### src/hdl/wall_follow_pd_motor_controller_macros.svh
// ----------------------------------------------------------------------------
// wall follow pd motor controller assertion macros
// shared concurrent assertion shorthands, clocked on clk and held off in reset
// ----------------------------------------------------------------------------
`ifndef WALL_FOLLOW_PD_MOTOR_CONTROLLER_MACROS_SVH
`define WALL_FOLLOW_PD_MOTOR_CONTROLLER_MACROS_SVH

// same-cycle implication
`define WFPD_ASSERT_IMP(label, ante, cons, msg) \
    label: assert property (@(posedge clk) disable iff (!rst_n) (ante) |-> (cons)) \
        else $error(msg);

// next-cycle implication
`define WFPD_ASSERT_NXT(label, ante, cons, msg) \
    label: assert property (@(posedge clk) disable iff (!rst_n) (ante) |=> (cons)) \
        else $error(msg);

`endif

### src/hdl/wfpd_pkg.sv
// ----------------------------------------------------------------------------
// wfpd_pkg
// types, codes and constants of the wall follow pd motor controller
// ----------------------------------------------------------------------------
`timescale 1ns / 1ps

package wfpd_pkg;

    localparam int PERIOD_BITS_DEF = 16;

    // configuration register indexes
    localparam logic [2:0] REG_PWM_PERIOD  = 3'd0;
    localparam logic [2:0] REG_TARGET      = 3'd1;
    localparam logic [2:0] REG_GAIN_P      = 3'd2;
    localparam logic [2:0] REG_GAIN_D      = 3'd3;
    localparam logic [2:0] REG_CRUISE      = 3'd4;
    localparam logic [2:0] REG_GAP         = 3'd5;
    localparam logic [2:0] REG_FRONT_STOP  = 3'd6;
    localparam logic [2:0] REG_FRONT_CLEAR = 3'd7;

    localparam logic [15:0] RST_PWM_PERIOD  = 16'd625;
    localparam logic [7:0]  RST_TARGET      = 8'd25;
    localparam logic [7:0]  RST_GAIN_P      = 8'd10;
    localparam logic [7:0]  RST_GAIN_D      = 8'd20;
    localparam logic [7:0]  RST_CRUISE      = 8'd150;
    localparam logic [9:0]  RST_GAP         = 10'd55;
    localparam logic [9:0]  RST_FRONT_STOP  = 10'd20;
    localparam logic [9:0]  RST_FRONT_CLEAR = 10'd15;

    // actions
    localparam logic [1:0] ACT_GAP    = 2'd0;
    localparam logic [1:0] ACT_SPIN   = 2'd1;
    localparam logic [1:0] ACT_FOLLOW = 2'd2;

    // wheel directions
    localparam logic [1:0] DIR_STOP = 2'd0;
    localparam logic [1:0] DIR_FWD  = 2'd1;
    localparam logic [1:0] DIR_REV  = 2'd2;

    // remembered action
    localparam logic [1:0] LA_NONE   = 2'd0;
    localparam logic [1:0] LA_GAP    = 2'd1;
    localparam logic [1:0] LA_SPIN   = 2'd2;
    localparam logic [1:0] LA_FOLLOW = 2'd3;

    localparam logic [7:0] SPEED_MAX       = 8'd255;
    localparam logic [7:0] GAP_LEFT_SPEED  = 8'd255;
    localparam logic [7:0] GAP_RIGHT_SPEED = 8'd150;
    localparam logic [7:0] SPIN_SPEED      = 8'd200;
    localparam logic [9:0] SPIN_RIGHT_LIMIT   = 10'd25;
    localparam logic [9:0] FOLLOW_RIGHT_LIMIT = 10'd30;

    // shared multiply-accumulate widths
    localparam int MAC_A_W = 25;
    localparam int MAC_B_W = 17;
    localparam int MAC_W   = MAC_A_W + MAC_B_W;

    // floor(x / 255) for x below 2**24: (x * RECIP_255) >> RECIP_SHIFT,
    // at most one too high
    localparam int RECIP_SHIFT = 23;
    localparam logic [MAC_B_W-1:0] RECIP_255 = 17'd32897;
    localparam logic [MAC_B_W-1:0] NEG_255   = 17'h1FF01;

    typedef struct packed {
        logic [9:0] front_distance;
        logic [9:0] right_distance;
    } in_item_t;

    typedef struct packed {
        logic [1:0]  action;
        logic [1:0]  left_dir;
        logic [15:0] left_duty;
        logic [1:0]  right_dir;
        logic [15:0] right_duty;
        logic        led_green;
    } out_item_t;

    typedef struct packed {
        logic               en;
        logic [MAC_A_W-1:0] a;
        logic [MAC_B_W-1:0] b;
        logic [MAC_W-1:0]   addend;
    } mac_req_t;

endpackage

### src/hdl/wfpd_mac.sv
// ----------------------------------------------------------------------------
// wfpd_mac
// shared signed multiply-accumulate unit with registered result
// ----------------------------------------------------------------------------
`timescale 1ns / 1ps

module wfpd_mac (
    input  logic                                  clk,
    input  wfpd_pkg::mac_req_t                    req,
    output logic signed [wfpd_pkg::MAC_W-1:0]     res
);
    import wfpd_pkg::*;

    logic signed [MAC_W-1:0] prod;
    logic signed [MAC_W-1:0] sum_next;
    logic signed [MAC_W-1:0] res_reg;

    assign prod     = $signed(req.a) * $signed(req.b);
    assign sum_next = prod + $signed(req.addend);
    assign res      = res_reg;

    always_ff @(posedge clk)
    begin
        if (req.en)
        begin
            res_reg <= sum_next;
        end
    end

endmodule

### src/hdl/wall_follow_pd_motor_controller.sv
// ----------------------------------------------------------------------------
// wall_follow_pd_motor_controller
// right-hand wall follower: picks gap turn, left spin or pd wall following
// from one distance pair and produces wheel directions and pwm duties
// ----------------------------------------------------------------------------
//  channel | signals                         | transfer
//  in      | in_valid, in_stall, in_data     | valid high and stall low
//  out     | out_valid, out_stall, out_data  | valid high and stall low
//  cfg     | cfg_valid, cfg_ready, cfg_index,| valid and ready high
//          | cfg_data                        |
//
//  one transaction at a time through a single shared multiply-accumulate unit
//  gap turn or spin: decide, then multiply, reciprocal, fix and set per wheel duty
//  wall follow: as above, adding the p term, d term and correction steps
//  no matching rule: back to idle after the decide step and no result
//  a finished result waits in the output register; the next transaction is
//  taken meanwhile, and the sequencer holds only if a second result is ready
//  reset restores the register defaults and forgets the last action
// ----------------------------------------------------------------------------
`timescale 1ns / 1ps

`include "wall_follow_pd_motor_controller_macros.svh"

module wall_follow_pd_motor_controller #(
    parameter int PERIOD_BITS = wfpd_pkg::PERIOD_BITS_DEF
) (
    input  logic                clk,
    input  logic                rst_n,
    input  logic                in_valid,
    output logic                in_stall,
    input  wfpd_pkg::in_item_t  in_data,
    output logic                out_valid,
    input  logic                out_stall,
    output wfpd_pkg::out_item_t out_data,
    input  logic                cfg_valid,
    output logic                cfg_ready,
    input  logic [2:0]          cfg_index,
    input  logic [15:0]         cfg_data
);
    import wfpd_pkg::*;

    localparam int PW = (PERIOD_BITS < 16) ? PERIOD_BITS : 16;

    localparam logic [3:0] ST_IDLE     = 4'd0;
    localparam logic [3:0] ST_DECIDE   = 4'd1;
    localparam logic [3:0] ST_MUL_P    = 4'd2;
    localparam logic [3:0] ST_MUL_D    = 4'd3;
    localparam logic [3:0] ST_CORR     = 4'd4;
    localparam logic [3:0] ST_DUTY_MUL = 4'd5;
    localparam logic [3:0] ST_DUTY_RCP = 4'd6;
    localparam logic [3:0] ST_DUTY_FIX = 4'd7;
    localparam logic [3:0] ST_DUTY_SET = 4'd8;
    localparam logic [3:0] ST_DONE     = 4'd9;

    // configuration
    logic [PW-1:0] pwm_period_reg;
    logic [7:0]    target_reg;
    logic [7:0]    gain_p_reg;
    logic [7:0]    gain_d_reg;
    logic [7:0]    cruise_reg;
    logic [9:0]    gap_reg;
    logic [9:0]    front_stop_reg;
    logic [9:0]    front_clear_reg;

    // sequencer and working registers
    logic [3:0]         state_reg, state_next;
    logic [1:0]         last_action_reg, last_action_next;
    logic signed [11:0] prev_err_reg, prev_err_next;
    logic [9:0]         front_reg, front_next;
    logic [9:0]         right_reg, right_next;
    logic signed [12:0] err_reg, err_next;
    logic [1:0]         act_reg, act_next;
    logic [7:0]         ls_reg, ls_next;
    logic [7:0]         rs_reg, rs_next;
    logic [1:0]         lcmd_reg, lcmd_next;
    logic [1:0]         rcmd_reg, rcmd_next;
    logic               wheel_sel_reg, wheel_sel_next;
    logic [23:0]        x_reg, x_next;
    logic [16:0]        q_reg, q_next;
    logic [1:0]         ldir_reg, ldir_next;
    logic [15:0]        lduty_reg, lduty_next;
    logic [1:0]         rdir_reg, rdir_next;
    logic [15:0]        rduty_reg, rduty_next;
    logic               out_valid_reg, out_valid_next;
    out_item_t          out_data_reg, out_data_next;

    mac_req_t                mac_req;
    logic signed [MAC_W-1:0] mac_res;

    logic signed [13:0] derr;
    logic signed [19:0] c2;
    logic signed [19:0] corr;
    logic signed [19:0] lsum;
    logic signed [19:0] rsum;
    logic [7:0]         speed_cur;
    logic [1:0]         cmd_cur;
    logic [16:0]        q_fixed;
    logic [15:0]        period_ext;
    logic               out_free;

    wfpd_mac u_mac (
        .clk (clk),
        .req (mac_req),
        .res (mac_res)
    );

    assign in_stall  = (state_reg != ST_IDLE);
    assign cfg_ready = 1'b1;
    assign out_valid = out_valid_reg;
    assign out_data  = out_data_reg;

    assign period_ext = 16'(pwm_period_reg);
    assign derr       = 14'(err_reg) - 14'(prev_err_reg);
    // truncation toward zero of the halved correction
    assign c2         = mac_res[19:0];
    assign corr       = (c2 + $signed({19'd0, c2[19]})) >>> 1;
    assign lsum       = $signed({12'd0, cruise_reg}) - corr;
    assign rsum       = $signed({12'd0, cruise_reg}) + corr;
    assign speed_cur  = wheel_sel_reg ? rs_reg : ls_reg;
    assign cmd_cur    = wheel_sel_reg ? rcmd_reg : lcmd_reg;
    assign q_fixed    = mac_res[MAC_W-1] ? (q_reg - 17'd1) : q_reg;
    assign out_free   = !out_valid_reg || !out_stall;

    // shared unit operand selection
    always_comb
    begin
        mac_req        = '0;
        mac_req.addend = '0;
        unique case (state_reg)
            ST_MUL_P:
            begin
                mac_req.en = 1'b1;
                mac_req.a  = MAC_A_W'(err_reg);
                mac_req.b  = {9'd0, gain_p_reg};
            end
            ST_MUL_D:
            begin
                mac_req.en     = 1'b1;
                mac_req.a      = MAC_A_W'(derr);
                mac_req.b      = (last_action_reg == LA_FOLLOW) ? {9'd0, gain_d_reg} : '0;
                mac_req.addend = mac_res;
            end
            ST_DUTY_MUL:
            begin
                mac_req.en = 1'b1;
                mac_req.a  = {17'd0, speed_cur};
                mac_req.b  = {1'b0, period_ext};
            end
            ST_DUTY_RCP:
            begin
                mac_req.en = 1'b1;
                mac_req.a  = {1'b0, mac_res[23:0]};
                mac_req.b  = RECIP_255;
            end
            ST_DUTY_FIX:
            begin
                // remainder x - 255 * q_est, negative when the estimate is high
                mac_req.en     = 1'b1;
                mac_req.a      = {8'd0, mac_res[RECIP_SHIFT+16:RECIP_SHIFT]};
                mac_req.b      = NEG_255;
                mac_req.addend = {18'd0, x_reg};
            end
            default:
            begin
                mac_req.en = 1'b0;
            end
        endcase
    end

    always_comb
    begin
        state_next       = state_reg;
        last_action_next = last_action_reg;
        prev_err_next    = prev_err_reg;
        front_next       = front_reg;
        right_next       = right_reg;
        err_next         = err_reg;
        act_next         = act_reg;
        ls_next          = ls_reg;
        rs_next          = rs_reg;
        lcmd_next        = lcmd_reg;
        rcmd_next        = rcmd_reg;
        wheel_sel_next   = wheel_sel_reg;
        x_next           = x_reg;
        q_next           = q_reg;
        ldir_next        = ldir_reg;
        lduty_next       = lduty_reg;
        rdir_next        = rdir_reg;
        rduty_next       = rduty_reg;
        out_valid_next   = out_valid_reg && out_stall;
        out_data_next    = out_data_reg;

        unique case (state_reg)
            ST_IDLE:
            begin
                if (in_valid)
                begin
                    front_next = in_data.front_distance;
                    right_next = in_data.right_distance;
                    state_next = ST_DECIDE;
                end
            end
            ST_DECIDE:
            begin
                wheel_sel_next = 1'b0;
                err_next = $signed({5'd0, target_reg}) - $signed({2'd0, right_reg, 1'b0});
                if (right_reg >= gap_reg)
                begin
                    act_next         = ACT_GAP;
                    ls_next          = GAP_LEFT_SPEED;
                    rs_next          = GAP_RIGHT_SPEED;
                    lcmd_next        = DIR_FWD;
                    rcmd_next        = DIR_FWD;
                    last_action_next = LA_GAP;
                    state_next       = ST_DUTY_MUL;
                end
                else if ((front_reg <= front_stop_reg) && (right_reg <= SPIN_RIGHT_LIMIT))
                begin
                    act_next         = ACT_SPIN;
                    ls_next          = SPIN_SPEED;
                    rs_next          = SPIN_SPEED;
                    lcmd_next        = DIR_REV;
                    rcmd_next        = DIR_FWD;
                    last_action_next = LA_SPIN;
                    state_next       = ST_DUTY_MUL;
                end
                else if ((front_reg >= front_clear_reg) && (right_reg < FOLLOW_RIGHT_LIMIT))
                begin
                    act_next   = ACT_FOLLOW;
                    lcmd_next  = DIR_FWD;
                    rcmd_next  = DIR_FWD;
                    state_next = ST_MUL_P;
                end
                else
                begin
                    state_next = ST_IDLE;
                end
            end
            ST_MUL_P:
            begin
                state_next = ST_MUL_D;
            end
            ST_MUL_D:
            begin
                // d term reads the old state in this cycle
                prev_err_next    = err_reg[11:0];
                last_action_next = LA_FOLLOW;
                state_next       = ST_CORR;
            end
            ST_CORR:
            begin
                if (lsum[19])
                begin
                    ls_next = '0;
                end
                else if (lsum > $signed({12'd0, SPEED_MAX}))
                begin
                    ls_next = SPEED_MAX;
                end
                else
                begin
                    ls_next = lsum[7:0];
                end
                if (rsum[19])
                begin
                    rs_next = '0;
                end
                else if (rsum > $signed({12'd0, SPEED_MAX}))
                begin
                    rs_next = SPEED_MAX;
                end
                else
                begin
                    rs_next = rsum[7:0];
                end
                state_next = ST_DUTY_MUL;
            end
            ST_DUTY_MUL:
            begin
                state_next = ST_DUTY_RCP;
            end
            ST_DUTY_RCP:
            begin
                x_next     = mac_res[23:0];
                state_next = ST_DUTY_FIX;
            end
            ST_DUTY_FIX:
            begin
                q_next     = mac_res[RECIP_SHIFT+16:RECIP_SHIFT];
                state_next = ST_DUTY_SET;
            end
            ST_DUTY_SET:
            begin
                if (wheel_sel_reg)
                begin
                    rdir_next  = (speed_cur == 8'd0) ? DIR_STOP : cmd_cur;
                    rduty_next = (speed_cur == 8'd0) ? 16'd1 : q_fixed[15:0];
                    state_next = ST_DONE;
                end
                else
                begin
                    ldir_next      = (speed_cur == 8'd0) ? DIR_STOP : cmd_cur;
                    lduty_next     = (speed_cur == 8'd0) ? 16'd1 : q_fixed[15:0];
                    wheel_sel_next = 1'b1;
                    state_next     = ST_DUTY_MUL;
                end
            end
            ST_DONE:
            begin
                if (out_free)
                begin
                    out_valid_next           = 1'b1;
                    out_data_next.action     = act_reg;
                    out_data_next.left_dir   = ldir_reg;
                    out_data_next.left_duty  = lduty_reg;
                    out_data_next.right_dir  = rdir_reg;
                    out_data_next.right_duty = rduty_reg;
                    out_data_next.led_green  = (act_reg == ACT_FOLLOW);
                    state_next               = ST_IDLE;
                end
            end
            default:
            begin
                state_next = ST_IDLE;
            end
        endcase
    end

    always_ff @(posedge clk or negedge rst_n)
    begin
        if (!rst_n)
        begin
            state_reg       <= ST_IDLE;
            last_action_reg <= LA_NONE;
            prev_err_reg    <= '0;
            out_valid_reg   <= 1'b0;
            pwm_period_reg  <= RST_PWM_PERIOD[PW-1:0];
            target_reg      <= RST_TARGET;
            gain_p_reg      <= RST_GAIN_P;
            gain_d_reg      <= RST_GAIN_D;
            cruise_reg      <= RST_CRUISE;
            gap_reg         <= RST_GAP;
            front_stop_reg  <= RST_FRONT_STOP;
            front_clear_reg <= RST_FRONT_CLEAR;
        end
        else
        begin
            state_reg       <= state_next;
            last_action_reg <= last_action_next;
            prev_err_reg    <= prev_err_next;
            out_valid_reg   <= out_valid_next;
            if (cfg_valid)
            begin
                unique case (cfg_index)
                    REG_PWM_PERIOD:  pwm_period_reg  <= cfg_data[PW-1:0];
                    REG_TARGET:      target_reg      <= cfg_data[7:0];
                    REG_GAIN_P:      gain_p_reg      <= cfg_data[7:0];
                    REG_GAIN_D:      gain_d_reg      <= cfg_data[7:0];
                    REG_CRUISE:      cruise_reg      <= cfg_data[7:0];
                    REG_GAP:         gap_reg         <= cfg_data[9:0];
                    REG_FRONT_STOP:  front_stop_reg  <= cfg_data[9:0];
                    REG_FRONT_CLEAR: front_clear_reg <= cfg_data[9:0];
                    default:         gap_reg         <= gap_reg;
                endcase
            end
        end
    end

    // working payload, no reset
    always_ff @(posedge clk)
    begin
        front_reg     <= front_next;
        right_reg     <= right_next;
        err_reg       <= err_next;
        act_reg       <= act_next;
        ls_reg        <= ls_next;
        rs_reg        <= rs_next;
        lcmd_reg      <= lcmd_next;
        rcmd_reg      <= rcmd_next;
        wheel_sel_reg <= wheel_sel_next;
        x_reg         <= x_next;
        q_reg         <= q_next;
        ldir_reg      <= ldir_next;
        lduty_reg     <= lduty_next;
        rdir_reg      <= rdir_next;
        rduty_reg     <= rduty_next;
        out_data_reg  <= out_data_next;
    end

    `WFPD_ASSERT_NXT(a_accept_starts_decide, in_valid && !in_stall, state_reg == ST_DECIDE, "accepted transaction did not start the sequencer")
    `WFPD_ASSERT_NXT(a_done_waits, (state_reg == ST_DONE) && out_valid_reg && out_stall, (state_reg == ST_DONE) && $stable(out_data_reg), "pending result overwritten")
    `WFPD_ASSERT_IMP(a_load_from_done, $rose(out_valid_reg), $past(state_reg == ST_DONE), "result appeared outside the done step")
    `WFPD_ASSERT_IMP(a_left_stop_duty, out_valid_reg && (out_data_reg.left_dir == DIR_STOP), out_data_reg.left_duty == 16'd1, "stopped left wheel without unit duty")
    `WFPD_ASSERT_IMP(a_right_stop_duty, out_valid_reg && (out_data_reg.right_dir == DIR_STOP), out_data_reg.right_duty == 16'd1, "stopped right wheel without unit duty")

endmodule
### config.mk
export PLATFORM = sky130hd
export DESIGN_NAME = wall_follow_pd_motor_controller
export DESIGN_NICKNAME = d
export VERILOG_FILES = /design/src/hdl/wfpd_pkg.sv /design/src/hdl/wfpd_mac.sv /design/src/hdl/wall_follow_pd_motor_controller.sv
export VERILOG_INCLUDE_DIRS = /design/src /design/src/hdl
export SDC_FILE = /design/constraint.sdc
export NUM_CORES = 1
export LEC_CHECK = 0
export BUFFER_PORTS_ARGS = -buffer_cell sky130_fd_sc_hd__buf_2
export CORE_AREA = 2 2 217 219
export CTS_CLUSTER_DIAMETER = 50
export CTS_CLUSTER_SIZE = 30
export DETAILED_ROUTE_END_ITERATION = 16
export DIE_AREA = 0 0 219 221
export PLACE_DENSITY = 0.86
export SKIP_LAST_GASP = 1
export SLEW_MARGIN = 20
export SYNTH_ARGS = -nofsm -noshare
export SYNTH_HDL_FRONTEND = slang
export SYNTH_SLANG_ARGS = --single-unit
### constraint.sdc
create_clock -name clk -period 16.3 [get_ports clk]
set_input_delay 3.26 -clock clk [delete_from_list [all_inputs] [get_ports clk]]
set_output_delay 3.26 -clock clk [all_outputs]
set_load 0.03 [all_outputs]
==> results of run 1 <==
## cells by family after synthesis
| group | share of synthesized area [%] |
|---|---|
| buf+inv | 9.53 |
| flops | 27.4 |
| fa+ha+maj | 36.9 |
| mux | 3.04 |
| xor+xnor | 2.88 |
| other cells | 0.0236 |
| simple gates | 10.3 |
| compound gates | 9.98 |
## worst max-delay path, stage by stage (launching register included)
cell       delay [ns]
dfrtp_1          0.55
nand2b_1         0.38
or2_2            0.39
inv_2            0.39
buf_4            0.75
and2_1           0.49
a21oi_1          0.28
inv_2            0.28
o21ai_0          0.15
fa_1             0.56
fa_1             0.54
fa_1             0.53
inv_1            0.06
fa_1             0.45
fa_1             0.53
inv_1            0.06
fa_1             0.50
inv_1            0.05
ha_1             0.37
a211oi_1         0.23
nand2_1          0.12
or3b_2           0.49
or3_1            0.39
o2111ai_1        0.29
a31oi_1          0.21
a211o_1          0.30
a21oi_1          0.18
xnor2_1          0.08
## power groups by stage
stage	sequential [mW]	combinational, mW	clock (mW)
floorplan	1.07	2.03	0
global placement	1.08	2.58	0
detailed placement	1.08	2.70	0
CTS	1.07	2.78	0.864
global route	1.07	3.16	0.893
finish	1.07	2.84	0.857
## metal layers
| layer | GRT usage (%) | share of wire (%) | vias up |
|---|---|---|---|
| li1 | - | - | 10256 |
| met1 | 50.1 | 37 | 11766 |
| met2 | 59.6 | 46 | 1471 |
| met3 | 9.48 | 11 | 330 |
| met4 | 19.9 | 5.6 | 2 |
| met5 | 0 | 0.015 | - |
## placed cells by master, fill, tap and decap left out, drive strengths merged, types with 8 or more instances in the layout
cell,Yosys,layout
xnor2,74,74
nand4,15,15
o211ai,10,10
and2,13,13
mux2i,9,9
edfxtp,209,209
a221oi,9,9
clkbuf,80,38
fa,471,471
a21oi,165,165
dfrtp,70,70
nor2,176,176
nor3,39,39
o21ai,95,95
a22oi,22,22
nand2,253,253
inv,691,707
or2,17,17
a222oi,8,8
nor4,21,21
xor2,29,29
buf,31,121
o21a,20,20
ha,186,186
dfstp,27,27
mux2,78,78
and3,14,14
nor2b,17,17
o31ai,11,11
nand2b,38,38
a21o,42,42
conb,2,66
a211oi,10,10
a31oi,27,27
a22o,11,11
or3,16,16
nand3,29,29
## metrics by stage
step | setup slack [ns] | area [um^2] | instances | hold WS, ns
after detailed placement | 6.62 | 33200 | 3809 | 0.405
after global placement | 6.51 | 33200 | 3809 | 0.401
after global routing | 5.83 | 34500 | 3874 | 0.416
after CTS | 6.56 | 34500 | 3873 | 0.414
after floorplan | 7.14 | 32100 | 3193 | 0.400
final | 6.39 | 34500 | 3875 | 0.412
## synthesized netlist by cell type (17+ instances only)
| library cell | count | share of area, % |
|---|---|---|
| nor2b_1 | 17 | 0.33 |
| a22oi_1 | 22 | 0.52 |
| o21a_1 | 20 | 0.47 |
| edfxtp_1 | 209 | 20 |
| dfrtp_1 | 70 | 5.5 |
| or2_2 | 17 | 0.33 |
| ha_1 | 186 | 7.3 |
| o21ai_0 | 94 | 1.5 |
| fa_1 | 471 | 30 |
| a21oi_1 | 164 | 2.6 |
| nand2b_1 | 38 | 0.75 |
| clkbuf_1 | 80 | 0.94 |
| nor2_1 | 176 | 2.1 |
| nand3_1 | 26 | 0.41 |
| a21o_1 | 42 | 0.99 |
| xnor2_1 | 73 | 2.0 |
| dfstp_2 | 27 | 2.2 |
| inv_1 | 690 | 8.1 |
| nand2_1 | 253 | 3.0 |
| xor2_1 | 28 | 0.77 |
| buf_1 | 19 | 0.22 |
| mux2_2 | 78 | 2.8 |
| nor3_1 | 35 | 0.55 |
| a31oi_1 | 27 | 0.53 |
## worst paths after layout
check / startpoint / slack, ns / endpoint / depth (start not counted)
worst max-delay path: state_reg[3] / 6.39 / u_mac.res[40] / 27
worst min-delay path: rduty_reg[3] / 0.41 / out_data[4] / 0
worst max register to register: state_reg[3] / 6.39 / u_mac.res[40] / 27
worst min register to register: rduty_reg[3] / 0.41 / out_data[4] / 0
max in group asynchronous: rst_n / 12.41 / period_ext[14] / 2
min in group asynchronous: rst_n / 2.65 / cruise_reg[3] / 1
## area by class of cell
class	count	area, um^2	share of cell area (%)
well taps	607	759	2.20
inverters	691	2590	7.52
multi-input cells	2085	20400	59.2
diodes	1	2.50	0.00725
repair buffers	121	721	2.09
flip-flops and latches	306	8740	25.3
clock inverters	26	352	1.02
clock buffers	38	907	2.63
==> results.cfg, run 1 <==
[run_status]
status = complete, no violations

[synth]
syn_inst = 3129
synth_area_um2 = 31900
synthDistinctLibCells = 87
synth.avg_cell_area_um2 = 10.2
synth_edf_count = 209
synth_ff_type = edfxtp_1
ys_seq_elements = 306
yosysWarnings = 0
synth-async-reset-ratio_pct = 31.7
yosysSeqAreaShare_pct = 27.4

[sta]
max_freq_mhz = 101
setup-violations-final = 0
period_needed_ns = 9.91
fin_setup_tns_ns = 0
finalClockSkew_ns = 0.0438
max-slew-margin-rel_pct = 27.7
rsz0062_at_grt = false
period_share_pct = 60.8
worst_slew_pin_slew_ns = 1.08
drv_slew = 0
hold_viol_final = 0

[floorplan]
die_w_um = 219
die_y_um = 221
core-area_um2 = 46100
die-area_um2 = 48400
num_io_pins = 86
rows = 79
start_util_pct = 69.2

[setup_path]
cp_max_fo = 72
end_kind = flop
arrival_ns = 10.24
crit_path_start_kind = flop
worst_ep_required_time_ns = 16.63
path_class = flop to flop

[cells_and_area]
final_util_pct = 74.9
syn2layout_area_growth_pct = 8.22
finalNetCount = 3941
drive_gt1_share_pct = 10.8
largest_reg_flops = 42
fillerInstances = 2961

[routing]
wl_per_cell_um = 22.9
vias_per_cell = 6.15
finalWirelength_um = 88900
via_count = 23825
drtIter0Drc = 2356
drc = 0
antenna_left = 0
dr.pass1.iters = 6

[grt]
grt_max_degree = 84
track_usage_pct = 38.3
grt_overflow = 0
grt_pass1_vias = 25608
antenna_found_initial = 1
grt_pass1_wl_um = 141000

[clock_tree]
clk_pin_slew_ns = 0.08
insertion_delay_ns = 0.59
cts.sinks = 306
cts_resized = 0
cts_buffers = 35
ctsHtreeMaxLevel = 2
cts_setup_buffers = 0
clockBufferDepth = 3
cts_tree = yes
hold_buffers = 0
clock-root-buffer = clkbuf_16

[power]
ir_drop_uv = 246
seq_power_share_pct = 22.4
p_leak_nw = 16.2
clkPwrFrac_pct = 18.0
fin_total_pwr_mw = 4.76
p_int_mw = 2.62
comb_power_share_pct = 59.6
powerDensity_nw_per_um2 = 138
netSwitchingFraction_pct = 44.9
switchingPower_mw = 2.14

[placed_design]
gp_congestion = 1.04
io_buffers = 84
hpwl_um = 68500

[flow_run]
maxCapViolCount = 0

[hold_path]
min_path_type = flop to flop
Power figures use the tool's default switching activity.
==> run 2, diff against run 1 <==
CORE_AREA = 2 2 225 227   (was 2 2 217 219)
DIE_AREA = 0 0 227 229   (was 0 0 219 221)
PLACE_DENSITY = 0.81   (was 0.86)
clock period = 9.6 ns   (was 16.3 ns; I/O delays follow)
==> results.cfg, run 2 (synthesis results as in run 1) <==
[cells_and_area]
multi_input_area_um2 = 20500
finalNetCount = 3960
fillerInstances = 3569
regArea_um2 = 8740
syn2layout_area_growth_pct = 8.86
drive_gt1_share_pct = 11.3
final_cell_mix = inv_1 (689), fa_1 (471), nand2_1 (253)
largest_reg_flops = 42
final_common_cell = inv_1

[clock_tree]
hold_buffers = 0
insertion_delay_ns = 0.58
cts.sinks = 306
cts_buffers = 34
clockBufferDepth = 3
cts_tree = yes
clk_pin_slew_ns = 0.08
clock-root-buffer = clkbuf_16
ctsHtreeMaxLevel = 2

[sta]
rsz0062_at_grt = true
period_share_pct = 96.0
max_freq_mhz = 108
worst_slack_ns = 0.380
max-slew-margin-rel_pct = 30.5
hold_viol_final = 0
period_needed_ns = 9.22
fin_setup_tns_ns = 0
finalClockSkew_ns = 0.0592
drv_slew = 0
setup-violations-final = 0
worst_slew_pin_slew_ns = 1.04
holdWs_ns = 0.421

[setup_path]
path_class = flop to flop
cpPeakStageDelay_ns = 0.56
crit_top_cell = fa_1
path_delay_family = adder cells
end_kind = flop
worst_ep_required_time_ns = 9.88
cp_max_fo = 51
arrival_ns = 9.50
crit_path_start_kind = flop
path_buf_inv = 4
slowest_stage = fa_1

[placed_design]
dp_slack_ns = 0.336
hpwl_um = 67800
io_buffers = 84
gp_congestion = 0.968

[routing]
drtIter0Drc = 2640
finalWirelength_um = 86300
vias_per_cell = 6.04
drc = 0
dr.pass1.iters = 8
via_count = 23903
antenna_left = 0
wl_per_cell_um = 21.8

[power]
powerDensity_nw_per_um2 = 232
p_leak_nw = 16.2
fin_total_pwr_mw = 8.05
ir_drop_uv = 285

[floorplan]
start_util_pct = 64.2
core-area_um2 = 49700
rows = 82
die_w_um = 227
die_y_um = 229
num_io_pins = 86
die-area_um2 = 52000

[flow_run]
maxCapViolCount = 0

[grt]
grt_overflow = 0
grt_pass1_wl_um = 138000
grt_max_degree = 80
grt_pass1_vias = 25598
antenna_found_initial = 4
track_usage_pct = 34.7

[hold_path]
min_path_type = flop to flop

[run_status]
status = complete, no violations
## run 2: timing repair
item,4_1_cts,5_1_grt
gates resized for setup,0,7
buffers inserted,0,0
endpoints found under the setup margin,0,5
## run 2: layout make-up
cell class              count  share of cell area (%)
clock inverters            24                   0.836
inverters                 691                    7.47
multi-input cells        2086                    59.0
clock buffers              37                    2.52
repair buffers            140                    2.56
flip-flops and latches    306                    25.2
diodes                      1                 0.00721
well taps                 672                    2.42
## run 2: routing by layer
layer	wire, um	track usage (%)	up-vias	part of all wire (%)
met2	39100	54.1	1428	45
met1	31900	45.0	11823	37
li1	-	-	10283	-
met3	8640	6.71	369	10
met4	6670	21.7	0	7.7
met5	0	0	-	0
## run 2: path summary, 6_finish.rpt
path                                      start              end  slack [ns]  cells after the start
worst max-delay path            prev_err_reg[0]    u_mac.res[40]        0.38                     31
worst min-delay path               rduty_reg[9]     out_data[10]        0.42                      0
worst max register to register  prev_err_reg[0]    u_mac.res[40]        0.38                     31
worst min register to register     rduty_reg[9]     out_data[10]        0.42                      0
max in group asynchronous                 rst_n  prev_err_reg[9]        7.31                      2
min in group asynchronous                 rst_n    cruise_reg[3]        1.21                      1
## run 2: power breakdown
group	switching [mW]	total, mW	internal [mW]	leakage (nW)
Combinational	2.96	4.88	1.91	12.6
Clock	0.640	1.37	0.728	0.557
Sequential	0.0562	1.81	1.75	3.11
Total	3.66	8.05	4.39	16.2
## run 2: stage by stage
step | cell area, um^2 | cells | util (%)
2_1_floorplan | 32100 | 3193 | -
6_report | 34700 | 3957 | 69.9
3_3_place_gp | 33400 | 3892 | 67.3
3_5_place_dp | 33500 | 3893 | 67.4
4_1_cts | 34600 | 3954 | 69.7
5_1_grt | 34700 | 3956 | 69.9
